<file path="config.mk">
export PLATFORM = sky130hd
export DESIGN_NAME = window_overlap_matrix_update_unit
export DESIGN_NICKNAME = d
export VERILOG_FILES = /design/src/hw/rtl/wom_pkg.sv /design/src/hw/rtl/wom_ctrl.sv /design/src/hw/rtl/wom_datapath.sv /design/src/hw/rtl/window_overlap_matrix_update_unit.sv
export SDC_FILE = /design/constraint.sdc
export NUM_CORES = 1
export LEC_CHECK = 0
export BUFFER_PORTS_ARGS = -buffer_cell sky130_fd_sc_hd__buf_2
export CELL_PAD_IN_SITES_DETAIL_PLACEMENT = 1
export CELL_PAD_IN_SITES_GLOBAL_PLACEMENT = 1
export CORE_MARGIN = 2
export CORE_UTILIZATION = 30
export DETAILED_ROUTE_END_ITERATION = 8
export GPL_TIMING_DRIVEN = 0
export PLACE_DENSITY_LB_ADDON = 0.2
export SLEW_MARGIN = 40
export SYNTH_ARGS = -nofsm -noshare
export SYNTH_HDL_FRONTEND = slang
export SYNTH_SLANG_ARGS = --single-unit
</file>
<file path="constraint.sdc">
create_clock -name clk -period 7.2 [get_ports clk]
set_input_delay 0.72 -clock clk [delete_from_list [all_inputs] [get_ports clk]]
set_output_delay 0.72 -clock clk [all_outputs]
set_load 0.05 [all_outputs]
</file>
<file path="src/hw/rtl/wom_pkg.sv">
// Shared types and constants for the window overlap matrix update unit.
// Used by the controller, the datapath and the top level; depends on nothing.
`default_nettype none

package wom_pkg;

  // Operation codes carried by a word on the input channel.
  localparam logic [1:0] OP_LOAD   = 2'd0;
  localparam logic [1:0] OP_UPDATE = 2'd1;
  localparam logic [1:0] OP_READ   = 2'd2;

  // Field widths of the channels.
  localparam int OP_W    = 2;
  localparam int WIN_W   = 4;
  localparam int COORD_W = 8;
  localparam int RES_W   = 16;

  // Default table size.
  localparam int DEF_WINDOW_COUNT = 16;

  // One stored window rectangle.
  typedef struct packed {
    logic [COORD_W-1:0] top;
    logic [COORD_W-1:0] left;
    logic [COORD_W-1:0] height;
    logic [COORD_W-1:0] width;
  } rect_t;

  // Rectangle of a slot that was never loaded.
  localparam rect_t RECT_RESET = '{top: 8'd0, left: 8'd0, height: 8'd1, width: 8'd1};

  // Commands from the controller to the datapath.
  typedef struct packed {
    logic accept;    // capture the input word and issue the target read
    logic fetch;     // latch the target record, perform a load
    logic scan;      // process one slot of the overlap scan
    logic finish;    // write back the target row
    logic load_out;  // load the output register
  } ctl_cmd_t;

  // Status from the datapath to the controller.
  typedef struct packed {
    logic upd_go;     // captured word is an update of an addressable window
    logic scan_last;  // scan is at the last slot
    logic out_busy;   // output register holds a word that is stalled
  } ctl_sts_t;

endpackage

`default_nettype wire

</file>
<file path="src/hw/rtl/wom_ctrl.sv">
// Controller state machine of the window overlap matrix update unit.
// Depends on wom_pkg for the command and status structs.
`default_nettype none

module wom_ctrl
  import wom_pkg::*;
(
  input  wire logic     clk,
  input  wire logic     rst_n,
  input  wire logic     in_valid,
  output logic          in_stall,
  input  wire ctl_sts_t sts,
  output ctl_cmd_t      cmd
);

  localparam logic [1:0] S_IDLE   = 2'd0;
  localparam logic [1:0] S_FETCH  = 2'd1;
  localparam logic [1:0] S_SCAN   = 2'd2;
  localparam logic [1:0] S_FINISH = 2'd3;

  logic [1:0] state_r;
  logic [1:0] state_nxt;

  // Next state and command decode.
  always_comb begin
    state_nxt = state_r;
    cmd       = '0;
    case (state_r)
      S_IDLE: begin
        if (in_valid) begin
          cmd.accept = 1'b1;
          state_nxt  = S_FETCH;
        end
      end
      S_FETCH: begin
        cmd.fetch = 1'b1;
        state_nxt = sts.upd_go ? S_SCAN : S_FINISH;
      end
      S_SCAN: begin
        cmd.scan = 1'b1;
        if (sts.scan_last) begin
          state_nxt = S_FINISH;
        end
      end
      S_FINISH: begin
        cmd.finish = 1'b1;
        if (!sts.out_busy) begin
          cmd.load_out = 1'b1;
          state_nxt    = S_IDLE;
        end
      end
      default: begin
        state_nxt = S_IDLE;
      end
    endcase
  end

  // A new word is taken only between items.
  assign in_stall = (state_r != S_IDLE);

  always_ff @(posedge clk) begin
    if (!rst_n) begin
      state_r <= S_IDLE;
    end else begin
      state_r <= state_nxt;
    end
  end

  // An accepted word always moves on to the fetch cycle.
  a_accept_fetch: assert property (@(posedge clk) disable iff (!rst_n)
    (state_r == S_IDLE && in_valid) |=> (state_r == S_FETCH))
    else $error("accepted word did not enter the fetch cycle");

  // The scan leaves only after its last slot.
  a_scan_stays: assert property (@(posedge clk) disable iff (!rst_n)
    (state_r == S_SCAN && !sts.scan_last) |=> (state_r == S_SCAN))
    else $error("scan ended before the last slot");

  // The output register is never overwritten while its word is stalled.
  a_no_overwrite: assert property (@(posedge clk) disable iff (!rst_n)
    cmd.load_out |-> !sts.out_busy)
    else $error("output register loaded while stalled");

  // A scan is entered only for an update of an addressable window.
  a_scan_entry: assert property (@(posedge clk) disable iff (!rst_n)
    (state_r == S_FETCH && !sts.upd_go) |=> (state_r == S_FINISH))
    else $error("scan started for a word that is not an update");

endmodule

`default_nettype wire

</file>
<file path="src/hw/rtl/wom_datapath.sv">
// Datapath of the window overlap matrix update unit: slot records, overlap
// matrix memory, scan counter, intersection test and output register.
// Depends on wom_pkg for types, constants and the command and status structs.
`default_nettype none

module wom_datapath
  import wom_pkg::*;
#(
  parameter int WINDOW_COUNT = DEF_WINDOW_COUNT
) (
  input  wire logic               clk,
  input  wire logic               rst_n,
  input  wire ctl_cmd_t           cmd,
  output ctl_sts_t                sts,
  input  wire logic [OP_W-1:0]    in_operation,
  input  wire logic [WIN_W-1:0]   in_window,
  input  wire logic               in_enable,
  input  wire logic               in_in_use,
  input  wire logic               in_overlapped,
  input  wire logic [COORD_W-1:0] in_top_row,
  input  wire logic [COORD_W-1:0] in_left_col,
  input  wire logic [COORD_W-1:0] in_height,
  input  wire logic [COORD_W-1:0] in_width,
  input  wire logic               out_stall,
  output logic                    out_valid,
  output logic [RES_W-1:0]        out_overlap_row,
  output logic [RES_W-1:0]        out_overlapped_flags,
  output logic                    out_window_in_use
);

  localparam int IDXW = $clog2(WINDOW_COUNT);
  localparam int EXTW = (WINDOW_COUNT > RES_W) ? WINDOW_COUNT : RES_W;
  localparam int EDGE_W = COORD_W + 1;

  // Captured input word.
  logic [OP_W-1:0]    op_r;
  logic [WIN_W-1:0]   win_r;
  logic               en_r;
  logic               use_in_r;
  logic               ovl_in_r;
  rect_t              rect_in_r;

  // Slot flags, with valid bits for the rectangle and matrix memories.
  logic [WINDOW_COUNT-1:0] use_r;
  logic [WINDOW_COUNT-1:0] ovl_r;
  logic [WINDOW_COUNT-1:0] rect_vld_r;
  logic [WINDOW_COUNT-1:0] row_vld_r;

  // Memories.
  rect_t                   rect_mem [WINDOW_COUNT];
  logic [WINDOW_COUNT-1:0] row_mem  [WINDOW_COUNT];

  // Registered read port.
  rect_t                   rd_rect_r;
  logic                    rd_rvld_r;
  logic [WINDOW_COUNT-1:0] rd_row_r;
  logic                    rd_mvld_r;

  // Target record held over the scan.
  logic [WINDOW_COUNT-1:0] t_row_r;
  logic [COORD_W-1:0]      t_top_r;
  logic [COORD_W-1:0]      t_left_r;
  logic [EDGE_W-1:0]       t_bot_r;
  logic [EDGE_W-1:0]       t_rgt_r;
  logic                    t_empty_r;

  logic [IDXW-1:0] scan_cnt_r;

  logic             out_valid_r;
  logic [RES_W-1:0] out_row_r;
  logic [RES_W-1:0] out_flags_r;
  logic             out_use_r;

  logic                    win_ok;
  logic [IDXW-1:0]         t_idx;
  logic [IDXW-1:0]         rd_addr;
  rect_t                   rect_eff;
  logic [WINDOW_COUNT-1:0] row_eff;
  logic [EDGE_W-1:0]       eff_bot;
  logic [EDGE_W-1:0]       eff_rgt;
  logic                    eff_empty;
  logic                    meet;
  logic                    hit;
  logic [WINDOW_COUNT-1:0] t_bit;
  logic [WINDOW_COUNT-1:0] row_new;
  logic                    rect_we;
  logic                    row_we;
  logic [IDXW-1:0]         row_waddr;
  logic [WINDOW_COUNT-1:0] row_wdata;
  logic [EXTW-1:0]         use_ext;
  logic [EXTW-1:0]         ovl_ext;
  logic [EXTW-1:0]         row_ext;

  assign win_ok = (32'(win_r) < WINDOW_COUNT);
  assign t_idx  = IDXW'(win_r);

  // Status toward the controller.
  assign sts.upd_go    = (op_r == OP_UPDATE) && win_ok;
  assign sts.scan_last = (scan_cnt_r == IDXW'(WINDOW_COUNT - 1));
  assign sts.out_busy  = out_valid_r && out_stall;

  // Read address: the addressed window on accept, then one slot ahead of the scan.
  always_comb begin
    if (cmd.accept) begin
      rd_addr = IDXW'(in_window);
    end else if (cmd.scan && !sts.scan_last) begin
      rd_addr = scan_cnt_r + IDXW'(1);
    end else begin
      rd_addr = scan_cnt_r;
    end
  end

  // A slot never written reads as its reset value.
  assign rect_eff = rd_rvld_r ? rd_rect_r : RECT_RESET;
  assign row_eff  = rd_mvld_r ? rd_row_r : '0;

  // Inclusive edge intersection of the scanned slot with the target.
  assign eff_bot   = {1'b0, rect_eff.top} + {1'b0, rect_eff.height} - EDGE_W'(1);
  assign eff_rgt   = {1'b0, rect_eff.left} + {1'b0, rect_eff.width} - EDGE_W'(1);
  assign eff_empty = (rect_eff.height == '0) || (rect_eff.width == '0);
  assign meet = !t_empty_r && !eff_empty &&
                !(eff_bot < {1'b0, t_top_r}) && !(t_bot_r < {1'b0, rect_eff.top}) &&
                !(eff_rgt < {1'b0, t_left_r}) && !(t_rgt_r < {1'b0, rect_eff.left});

  assign hit = cmd.scan && use_r[scan_cnt_r] && (scan_cnt_r != t_idx) && meet;

  // Scanned row with the target's bit set or cleared.
  assign t_bit   = WINDOW_COUNT'(1) << t_idx;
  assign row_new = en_r ? (row_eff | t_bit) : (row_eff & ~t_bit);

  // Matrix write port: scanned row during the scan, target row at the end.
  assign rect_we   = cmd.fetch && (op_r == OP_LOAD) && win_ok;
  assign row_we    = hit || (cmd.finish && sts.upd_go);
  assign row_waddr = cmd.finish ? t_idx : scan_cnt_r;
  assign row_wdata = cmd.finish ? t_row_r : row_new;

  // Memory read and write.
  always_ff @(posedge clk) begin
    rd_rect_r <= rect_mem[rd_addr];
    rd_row_r  <= row_mem[rd_addr];
    rd_rvld_r <= rect_vld_r[rd_addr];
    rd_mvld_r <= row_vld_r[rd_addr];
    if (rect_we) begin
      rect_mem[t_idx] <= rect_in_r;
    end
    if (row_we) begin
      row_mem[row_waddr] <= row_wdata;
    end
  end

  // Input capture and target record.
  always_ff @(posedge clk) begin
    if (cmd.accept) begin
      op_r      <= in_operation;
      win_r     <= in_window;
      en_r      <= in_enable;
      use_in_r  <= in_in_use;
      ovl_in_r  <= in_overlapped;
      rect_in_r <= '{top: in_top_row, left: in_left_col, height: in_height,
                     width: in_width};
    end
    if (cmd.fetch) begin
      t_row_r   <= row_eff;
      t_top_r   <= rect_eff.top;
      t_left_r  <= rect_eff.left;
      t_bot_r   <= eff_bot;
      t_rgt_r   <= eff_rgt;
      t_empty_r <= eff_empty;
    end else if (hit) begin
      t_row_r[scan_cnt_r] <= en_r;
    end
  end

  // Slot flags and valid bits.
  always_ff @(posedge clk) begin
    if (!rst_n) begin
      use_r      <= '0;
      ovl_r      <= '0;
      rect_vld_r <= '0;
      row_vld_r  <= '0;
    end else begin
      if (rect_we) begin
        use_r[t_idx]      <= use_in_r;
        ovl_r[t_idx]      <= ovl_in_r;
        rect_vld_r[t_idx] <= 1'b1;
      end
      // A cleared pair can leave the other window with no overlaps at all.
      if (hit && !en_r && ovl_r[scan_cnt_r] && (row_new == '0)) begin
        ovl_r[scan_cnt_r] <= 1'b0;
      end
      if (row_we) begin
        row_vld_r[row_waddr] <= 1'b1;
      end
    end
  end

  // Scan counter.
  always_ff @(posedge clk) begin
    if (!rst_n) begin
      scan_cnt_r <= '0;
    end else if (cmd.accept) begin
      scan_cnt_r <= '0;
    end else if (cmd.scan && !sts.scan_last) begin
      scan_cnt_r <= scan_cnt_r + IDXW'(1);
    end
  end

  // Result word.
  assign use_ext = EXTW'(use_r);
  assign ovl_ext = EXTW'(ovl_r);
  assign row_ext = EXTW'(t_row_r);

  always_ff @(posedge clk) begin
    if (cmd.load_out) begin
      out_row_r   <= win_ok ? row_ext[RES_W-1:0] : '0;
      out_flags_r <= ovl_ext[RES_W-1:0];
      out_use_r   <= win_ok && use_ext[win_r];
    end
  end

  always_ff @(posedge clk) begin
    if (!rst_n) begin
      out_valid_r <= 1'b0;
    end else begin
      out_valid_r <= cmd.load_out || (out_valid_r && out_stall);
    end
  end

  assign out_valid            = out_valid_r;
  assign out_overlap_row      = out_row_r;
  assign out_overlapped_flags = out_flags_r;
  assign out_window_in_use    = out_use_r;

endmodule

`default_nettype wire

</file>
<file path="src/hw/rtl/window_overlap_matrix_update_unit.sv">
// Window overlap matrix update unit: a table of window records and their
// symmetric overlap matrix. Depends on wom_pkg, wom_ctrl and wom_datapath.
//
// Each accepted word gives one result word. A load or read word passes through
// the fetch and finish states before the next word is accepted; an update also
// scans every slot, and the scan reads one slot's rectangle and
// matrix row per cycle through the single read port of the slot memories and
// writes the changed row back on the next cycle. The result is held in an
// output register, so a stalled result delays the block only when the next
// result is ready. The slot table needs no clearing pass after reset: a valid
// bit per slot makes a never-loaded slot read as its reset value.
`default_nettype none

module window_overlap_matrix_update_unit
  import wom_pkg::*;
#(
  parameter int WINDOW_COUNT = DEF_WINDOW_COUNT
) (
  input  wire logic               clk,
  input  wire logic               rst_n,
  input  wire logic               in_valid,
  output logic                    in_stall,
  input  wire logic [OP_W-1:0]    in_operation,
  input  wire logic [WIN_W-1:0]   in_window,
  input  wire logic               in_enable,
  input  wire logic               in_in_use,
  input  wire logic               in_overlapped,
  input  wire logic [COORD_W-1:0] in_top_row,
  input  wire logic [COORD_W-1:0] in_left_col,
  input  wire logic [COORD_W-1:0] in_height,
  input  wire logic [COORD_W-1:0] in_width,
  output logic                    out_valid,
  input  wire logic               out_stall,
  output logic [RES_W-1:0]        out_overlap_row,
  output logic [RES_W-1:0]        out_overlapped_flags,
  output logic                    out_window_in_use
);

  ctl_cmd_t cmd;
  ctl_sts_t sts;

  // Sequencer.
  wom_ctrl u_ctrl (
    .clk      (clk),
    .rst_n    (rst_n),
    .in_valid (in_valid),
    .in_stall (in_stall),
    .sts      (sts),
    .cmd      (cmd)
  );

  // Slot storage and scan datapath.
  wom_datapath #(
    .WINDOW_COUNT (WINDOW_COUNT)
  ) u_datapath (
    .clk                  (clk),
    .rst_n                (rst_n),
    .cmd                  (cmd),
    .sts                  (sts),
    .in_operation         (in_operation),
    .in_window            (in_window),
    .in_enable            (in_enable),
    .in_in_use            (in_in_use),
    .in_overlapped        (in_overlapped),
    .in_top_row           (in_top_row),
    .in_left_col          (in_left_col),
    .in_height            (in_height),
    .in_width             (in_width),
    .out_stall            (out_stall),
    .out_valid            (out_valid),
    .out_overlap_row      (out_overlap_row),
    .out_overlapped_flags (out_overlapped_flags),
    .out_window_in_use    (out_window_in_use)
  );

endmodule

`default_nettype wire
</file>
==> metrics.yaml, run 1 <==
cp_top_family: "compound AO/OA/AOI/OAI gates"
max_stage_delay_ns: 0.53
syn_inst: 2242
gp_congestion: 0.840
portBuffers: 79
nets: 2628
cp_common_cell: "ha_1"
fin_cells: 4378
cp-start-kind: "flop"
postRouteAntennaNets: 0
yosys.area.top_type_share: 0.667
worst_slack_ns: 0.695
final_cell_mix: "edfxtp_1, mux4_2, nand2_1"
synth-edff-count: 893
clkTransAtPathRegs_ns: 0.06
regArea_sq_um: 29200
setup_viol: 0
io_pins: 80
root_buffer: "clkbuf_16"
cts_buffers: 108
dpl_worst_slack_ns: 0.495
vias: 21946
hpwl_um: 82900
antenna_found_initial: 3
netlist_top_cells_area: "edfxtp_1, mux4_2, dfxtp_1"
cts-hold-fix-buffers: 0
final_common_cell: "edfxtp_1"
grt_first_pass_wirelength_um: 167000
finalSetupTns_ns: 0
tightestPinTransition_ns: 0.893
drt_iter0_markers: 1877
firstDrtPassIters: 5
synthesis.area_sq_um: 40200
skew_ns: 0.0402
cp_slowest_cell: "a22oi_1"
drive_above_1_share: 0.263
power_density_nw_per_um2: 349
grt_max_degree: 40
drv_cap: 0
ir_worst_vdd_mv: 0.192
remaining_drc_errors: 0
antenna_cells: 0
yosysTopAreaCell: "edfxtp_1"
start_util: 0.302
multi_input_area_sq_um: 10500
crit_buf_inv: 8
slew_headroom: 0.405
min_period_ns: 6.50
r2r_slack_ns: 0.70
async_flop_share: 0
viasPerCell: 5.01
fin_hold_ws_ns: 0.164
seq_area_frac_synth: 0.727
grt_overflow_total: 0
row_count: 134
die_y_um: 370
synth_seq_cells: 1014
fin_crit_sh: 0.903
hp-class: "in -> reg"
drv_slew: 0
cts_max_path_buffers: 3
synth_warnings: 0
worstPathMaxFanout: 10
power_mw: 16.8
met2RoutedLength_um: 54400
ctsHtreeMaxLevel: 3
core_sq_um: 133000
path_class: "reg -> reg"
end_kind: "flop"
dieArea_sq_um: 137000
insertion_delay_ns: 0.74
rsz0062_at_grt: "no"
synth.distinct_cells: 72
drt_wl_total_um: 115000
synth_fp_nets: 2354
grt_use_total: 0.169
power.leakage_nw: 15.9
wl_met1_um: 51600
hold_violations: 0
grt_pass1_vias: 23679
run_status: "complete, no violations"
synth.avg_cell_area_sq_um: 17.9
arrival_ns: 6.97
clock_sinks: 1014
fmax_ghz: 0.154
fillCellCount: 13311
top_layer_used: "met5"
placed_cells_incl_taps: 4171
synthToLayoutAreaGrowth_pct: 19.8
required_ns: 7.66
wire_per_inst_um: 26.3
wl_met3_um: 6280
die_x_um: 370
synthFlopType: "edfxtp_1"
cts_tree: "yes"
[flip-flops by register name (all words and copies together) (netlist names), 32 cells and up]
| register | count |
|---|---|
| u_datapath.rd_rect_r | 32 |
| u_datapath.rect_in_r | 32 |
| u_datapath.rect_mem | 512 |
| u_datapath.row_mem | 256 |
[worst register-to-register path: cells and delay by family (launching register included)]
family,cells,cell delay [ns]
xor+xnor,1,0.17
flops,1,0.49
fa+ha+maj,4,1.20
compound gates,8,1.92
simple gates,4,0.63
buf+inv,8,1.82
[metal layers]
metal / global-route usage / vias up
met5: 0 / -
met4: 0.0518 / 2
met3: 0.0303 / 166
met2: 0.272 / 566
met1: 0.232 / 11677
li1: - / 9535
[report_power, final]
part           total, mW  internal, mW  leakage, nW  switching (mW)
sequential          7.48          7.03         9.10           0.446
combinational       3.88          1.59         5.10            2.29
clock               5.46          3.12         1.69            2.34
[per-stage QoR]
step	util	instance area, sq um
5_1_grt	0.362	48200
2_1_floorplan	-	40200
6_report	0.362	48200
4_1_cts	0.361	48100
3_3_place_gp	0.321	42800
3_5_place_dp	0.335	44700
[cell type report]
| cell class | count | share of cell area |
|---|---|---|
| flip-flops and latches | 1014 | 0.607 |
| multi-input cells | 1031 | 0.217 |
| clock buffers | 158 | 0.0624 |
| well taps | 1768 | 0.0459 |
| repair buffers | 164 | 0.0396 |
| plain buffers | 124 | 0.0127 |
| clock inverters | 46 | 0.00940 |
| inverters | 73 | 0.00579 |
[synth_stat cells (12+ instances only)]
cell type  instances
a21oi_1           54
a31oi_1           16
a22oi_1          105
nand3_1           34
o21bai_1          13
edfxtp_1         893
o31ai_1           18
mux4_2           214
o21ai_0           53
nand2_1          164
dfxtp_1          121
buf_2             35
nor2_1           102
xnor2_1           12
inv_1             72
o21a_1            12
clkbuf_1          56
ha_1              65
buf_4             24
mux2i_1           23
[worst paths after layout]
kind	start	depth (start not counted)	to
worst max register to register	u_datapath.rd_rvld_r$_DFF_P_	25	u_datapath.row_mem[9][3]$_DFFE_PP_
worst max-delay path	u_datapath.rd_rvld_r$_DFF_P_	25	u_datapath.row_mem[9][3]$_DFFE_PP_
worst min-delay path	in_width[5]	1	u_datapath.rect_in_r[5]$_DFFE_PP_
worst min register to register	u_datapath.row_vld_r[13]$_SDFFE_PN0N_	2	u_datapath.row_vld_r[13]$_SDFFE_PN0N_
[cell families after synthesis]
family                   synth area share
AO/OA/AOI/OAI                      0.0580
XOR/XNOR                          0.00348
adder cells (fa/ha/maj)            0.0212
buffers and inverters              0.0217
flip-flops                          0.727
multiplexers                        0.126
AND/OR/NAND/NOR                    0.0429
[what timing repair did]
item,4_1_cts,5_1_grt
gates resized for setup,0,0
setup endpoints to repair,0,20
endpoints found under the hold margin,0,0
buffers inserted,0,3
Power figures use the tool's default switching activity.
==> run 2: changes to the inputs <==
--- a/config.mk
+++ b/config.mk
@@ -7,4 +7,5 @@
 export LEC_CHECK = 0
 export BUFFER_PORTS_ARGS = -buffer_cell sky130_fd_sc_hd__buf_2
+export CAP_MARGIN = 0
 export CELL_PAD_IN_SITES_DETAIL_PLACEMENT = 1
 export CELL_PAD_IN_SITES_GLOBAL_PLACEMENT = 1
==> constraint.sdc (replaced) <==
create_clock -name clk -period 7.2 [get_ports clk]
set_input_delay 0.36 -clock clk [delete_from_list [all_inputs] [get_ports clk]]
set_output_delay 0.36 -clock clk [all_outputs]
set_load 0.05 [all_outputs]
==> metrics.yaml, run 2 (same netlist as run 1, synthesis figures left out) <==
cp-start-kind: "flop"
nets: 2669
largest_reg_flops: 512
final_common_cell: "edfxtp_1"
insertion_delay_ns: 0.74
hpwl_um: 82900
tightestPinTransition_ns: 0.877
cts_tree: "yes"
remaining_drc_errors: 0
min_period_ns: 6.49
io_pins: 80
grt_use_total: 0.169
cts_buffers: 108
antenna_found_initial: 3
p_int_mw: 11.8
viasPerCell: 4.99
wire_per_inst_um: 26.1
row_count: 134
drv_slew: 0
ctsHtreeMaxLevel: 3
start_util: 0.302
run_status: "complete, no violations"
utilization: 0.365
path_class: "reg -> reg"
grt_overflow_total: 0
dpl_worst_slack_ns: 0.495
antenna_cells: 0
p_sw_mw: 5.08
cp_top_family: "compound AO/OA/AOI/OAI gates"
startpoint: "u_datapath.rd_rvld_r$_DFF_P_"
r2r_slack_ns: 0.71
wl_met1_um: 52000
firstDrtPassIters: 5
power.share.clock: 0.324
fin_cells: 4419
arrival_ns: 6.95
cts_max_path_buffers: 3
gp_congestion: 0.840
required_ns: 7.66
p_seq_frac: 0.444
fin_crit_sh: 0.902
fillCellCount: 13320
fmax_ghz: 0.154
vias: 22062
drt_iter0_markers: 1784
dieArea_sq_um: 137000
postRouteAntennaNets: 0
grt_max_degree: 40
portBuffers: 79
cp_slowest_cell: "a22oi_1"
p_comb_frac: 0.232
synthToLayoutAreaGrowth_pct: 20.8
hold_violations: 0
hp-class: "in -> reg"
slew_headroom: 0.415
wl_met3_um: 5920
placed_cells_incl_taps: 4171
core_sq_um: 133000
regMostFlops: "u_datapath.rect_mem"
final_cell_mix: "edfxtp_1, mux4_2, nand2_1"
max_stage_delay_ns: 0.53
reg_top3: "u_datapath.rect_mem: 512 flops, u_datapath.row_mem: 256 flops"
clkTransAtPathRegs_ns: 0.06
crit_path_end: "u_datapath.row_mem[9][3]$_DFFE_PP_"
end_kind: "flop"
r2r_end: "u_datapath.row_mem[9][3]$_DFFE_PP_"
worstPathMaxFanout: 10
crit_buf_inv: 8
power.leakage_nw: 16.1
r2r-start: "u_datapath.rd_rvld_r$_DFF_P_"
rsz0062_at_grt: "no"
grt_pass1_vias: 23826
ir_worst_vdd_mv: 0.191
top_layer_used: "met5"
clock_sinks: 1014
power_density_nw_per_um2: 347
drv_cap: 0
grt_first_pass_wirelength_um: 167000
root_buffer: "clkbuf_16"
skew_ns: 0.0419
met2RoutedLength_um: 54500
die_y_um: 370
hp-start: "rst_n"
die_x_um: 370
sw_frac_of_total: 0.302
reg2reg_depth: 25
drive_above_1_share: 0.259
cts_resized: 0
drt_wl_total_um: 115000
setup_viol: 0
cp.depth: 25
cp_common_cell: "ha_1"
worst_slack_ns: 0.709
run 2: timing repair:
action / CTS / global route
endpoints found under the setup margin: 0 / 20
hold endpoints to repair: 41 / 0
hold buffers: 41 / 0
buffers inserted: 0 / 3
run 2: final cells by class:
cell class | count | area (sq um) | area share
buffer | 124 | 613 | 0.0126
clock buffer | 158 | 3010 | 0.0619
clock inverter | 46 | 453 | 0.00932
inverter | 73 | 279 | 0.00574
multi-input combinational | 1031 | 10500 | 0.216
sequential | 1014 | 29200 | 0.602
tap | 1768 | 2210 | 0.0455
timing repair buffer | 205 | 2320 | 0.0477
run 2: power by group through the flow:
stage / clock network [mW] / logic (mW) / registers (mW)
floorplan: 0 / 2.54 / 7.41
detailed placement: 0 / 3.93 / 7.60
finish: 5.46 / 3.90 / 7.48
global route: 5.82 / 4.21 / 7.53
global placement: 0 / 3.76 / 7.59
CTS: 5.62 / 3.96 / 7.48
run 2: worst min-delay path by stage:
| stage | endpoint | cells past startpoint |
|---|---|---|
| floorplan | u_datapath.out_overlapped_flags[0]$_DFFE_PP_ | 0 |
| global placement | u_datapath.rect_vld_r[12]$_SDFFE_PN0P_ | 2 |
| detailed placement | u_datapath.out_overlapped_flags[7]$_DFFE_PP_ | 0 |
| CTS | u_datapath.scan_cnt_r[1]$_SDFF_PP0_ | 3 |
| global route | u_datapath.scan_cnt_r[3]$_SDFF_PP0_ | 3 |
| finish | u_datapath.scan_cnt_r[1]$_SDFF_PP0_ | 3 |
run 2: layer usage:
| metal | up-vias | GRT usage |
|---|---|---|
| met3 | 164 | 0.0297 |
| met5 | - | 0 |
| met2 | 548 | 0.273 |
| li1 | 9612 | - |
| met4 | 2 | 0.0518 |
| met1 | 11736 | 0.232 |
run 2: worst reg2reg max path, cell delays in order (launching register included):
cell and delay [ns]:
dfxtp_1 0.49, clkbuf_1 0.37, clkbuf_1 0.44, nand2_1 0.28, ha_1 0.36, inv_1 0.06
ha_1 0.16, inv_1 0.06, fa_1 0.46, nor2b_1 0.13, o21ai_0 0.08, nand2b_1 0.11
a21o_1 0.13, a21oi_1 0.08, xnor2_1 0.17, ha_1 0.22, a2111oi_0 0.39, o21ai_0 0.27
a211oi_4 0.33, buf_12 0.16, o31ai_2 0.10, buf_4 0.22, a22oi_1 0.54, buf_2 0.29
nor2_4 0.11, buf_8 0.22
run 2: stage by stage:
step                      hold WS, ns  setup TNS (ns)  total power [mW]  instance area (sq um)
final                          0.0887               0              16.8                  48600
after global routing           0.0932               0              17.6                  48600
after CTS                      0.0272               0              17.1                  48500
after detailed placement        0.454               0              11.5                  44700
after global placement          0.445         -292.54              11.4                  42800
after floorplan                 0.419               0              9.95                  40200
==> run 3: changes to the inputs <==
Settings changed: ABC_AREA set to 1, CTS_CLUSTER_DIAMETER set to 100.
==> metrics.yaml, run 3 <==
run_status: "complete, no violations"
p_sw_mw: 8.93
vias: 29324
min_period_ns: 5.57
grt_max_degree: 36
p_seq_frac: 0.350
power.leakage_nw: 17.9
cp_slowest_cell: "buf_1"
final_cell_mix: "edfxtp_1, a21oi_1, inv_1"
start_util: 0.302
synthesis.area_sq_um: 42100
reg_top3: "u_datapath.rect_mem: 512 flops, u_datapath.row_mem: 256 flops"
drt_wl_total_um: 147000
cp_top_family: "buffers and inverters"
grt_overflow_total: 0
crit_chain: "buf_4 > buf_2 > buf_1 > nand2_1 > ha_1 > inv_1 > ha_1 > inv_1 > fa_1 > xnor2_1 > ha_1 > nand3_1 > nor2_1 > nor2_1 > nand2_1 > nand2_1 > nand3b_1 > nand2_1 > nand2_1 > nor2_1 > o21bai_2 > buf_4 > nand2_1 > inv_2"
largest_reg_flops: 512
clock_sinks: 1014
portBuffers: 78
firstDrtPassIters: 5
synth_compound_area_frac: 0.155
drt_iter0_markers: 2396
fin_crit_sh: 0.774
crit_buf_inv: 7
top_layer_used: "met4"
regMostFlops: "u_datapath.rect_mem"
end_kind: "flop"
synth-edff-count: 893
synthToLayoutAreaGrowth_pct: 19.6
synth_fp_nets: 3680
core_sq_um: 140000
synth_xor_area_frac: 0.00249
ir_worst_vdd_mv: 0.217
sw_frac_of_total: 0.404
synthMuxAreaShare: 0
nets: 3970
drive_above_1_share: 0.133
gp_congestion: 0.828
power_density_nw_per_um2: 439
synth.avg_cell_area_sq_um: 11.8
drv_cap: 0
dieArea_sq_um: 143000
fillCellCount: 15121
synth_seq_cells: 1014
wire_per_inst_um: 25.1
ctsHtreeMaxLevel: 3
cp_common_cell: "nand2_1"
rsz0062_at_grt: "no"
wl_met1_um: 66700
worst_slack_ns: 1.63
syn_inst: 3568
tightestPinTransition_ns: 0.896
p_int_mw: 13.2
die_x_um: 379
skew_ns: 0.0357
remaining_drc_errors: 0
yosys.area.top_type_share: 0.637
required_ns: 7.55
grt_use_total: 0.204
p_comb_frac: 0.381
clkTransAtPathRegs_ns: 0.06
synthSimpleGateAreaFrac: 0.0654
root_buffer: "clkbuf_16"
async_flop_share: 0
worstPathMaxFanout: 16
arrival_ns: 5.93
cp-start-kind: "flop"
grt_pass1_vias: 29759
cts_buffers: 112
cts_max_path_buffers: 3
hp-class: "in -> reg"
synth.distinct_cells: 43
setup_viol: 0
yosysTopAreaCell: "edfxtp_1"
postRouteAntennaNets: 0
synthTopCellsByCount: "edfxtp_1, a21oi_1, inv_1, o21ai_0, nand2_1"
hpwl_um: 103000
final_common_cell: "edfxtp_1"
synth_warnings: 0
wl_met3_um: 7780
synth_top_family_by_area: "compound AO/OA/AOI/OAI gates"
cts_resized: 0
path_class: "reg -> reg"
netlist_top_cells_area: "edfxtp_1, dfxtp_1, a21oi_1"
dpl_worst_slack_ns: 1.51
synthAdderAreaFrac: 0.0203
hold_violations: 0
seq_area_frac_synth: 0.694
insertion_delay_ns: 0.74
slew_headroom: 0.402
antenna_found_initial: 4
io_pins: 80
cts_tree: "yes"
dpl-instance-area_sq_um: 46200
max_stage_delay_ns: 0.47
synth.most_common_cell: "edfxtp_1"
grt_first_pass_wirelength_um: 211000
power.share.clock: 0.270
drv_slew: 0
die_y_um: 379
r2r_slack_ns: 1.63
final_area_sq_um: 50400
row_count: 137
synthFlopType: "edfxtp_1"
fmax_ghz: 0.179
viasPerCell: 5.03
met2RoutedLength_um: 67500
-- run 3: cell types whose count changed after synthesis, sizes merged, moves of 156 or more --
cell	previous run	this run
a21oi	54	456
inv	73	435
mux4	214	0
nand2	167	323
o211ai	4	202
o21ai	53	468
-- run 3: power groups by stage --
stage / Combinational (mW) / Sequential, mW / Clock (mW)
floorplan: 4.89 / 7.70 / 0
global placement: 8.14 / 7.87 / 0
detailed placement: 8.46 / 7.85 / 0
CTS: 8.50 / 7.73 / 6.07
global route: 9.31 / 7.78 / 6.28
finish: 8.41 / 7.73 / 5.96
-- run 3: path summary, 6_finish.rpt --
path / startpoint / endpoint / cells after the start
worst max register to register: u_datapath.rd_rvld_r$_DFF_P_ / u_datapath.row_mem[1][5]$_DFFE_PP_ / 24
worst min-delay path: rst_n / u_datapath.use_ext[15]$_SDFFE_PN0P_ / 3
worst max-delay path: u_datapath.rd_rvld_r$_DFF_P_ / u_datapath.row_mem[1][5]$_DFFE_PP_ / 24
worst min register to register: u_datapath.row_vld_r[4]$_SDFFE_PN0N_ / u_datapath.row_vld_r[4]$_SDFFE_PN0N_ / 2
-- run 3: tightest hold or removal path: cells and delay by family --
kind	cells	cell delay, ns
AOI/OAI and AO/OA	2	0.19
buffers and inverters	1	0.22
-- run 3: per-stage QoR --
step                      total power [mW]   util  TNS [ns]  hold WS [ns]  std cells
after detailed placement              16.3  0.331         0         0.440       5578
final                                 22.1  0.361         0         0.115       5831
after global placement                16.0  0.322    -93.34         0.436       5522
after global routing                  23.4  0.361         0         0.102       5829
after CTS                             22.3  0.361         0        0.0427       5829
after floorplan                       12.6      -         0         0.426       3568
-- run 3: cell type report --
type / instances / area, sq um / share of cell area
clock buffers: 143 / 3060 / 0.0608
clock inverters: 66 / 733 / 0.0146
plain buffers: 220 / 1030 / 0.0204
flip-flops and latches: 1014 / 29200 / 0.580
diodes: 2 / 5.00 / 0.0000993
multi-input cells: 1897 / 10500 / 0.208
well taps: 1876 / 2350 / 0.0466
repair buffers: 176 / 1830 / 0.0363
inverters: 437 / 1650 / 0.0327
-- run 3: layer usage --
layer  vias up  track usage
met4         0       0.0709
met3       206       0.0279
li1      13388            -
met2       811        0.325
met5         -            0
met1     14919        0.283
-- run 3: what timing repair did --
action	4_1_cts	5_1_grt
endpoints found under the hold margin	42	0
buffers inserted	0	0
hold buffers	42	0
-- run 3: kinds of logic after synthesis --
family | Yosys count
buf+inv | 657
flops | 1014
simple gates | 641
xor+xnor | 12
compound gates | 1177
fa+ha+maj | 67
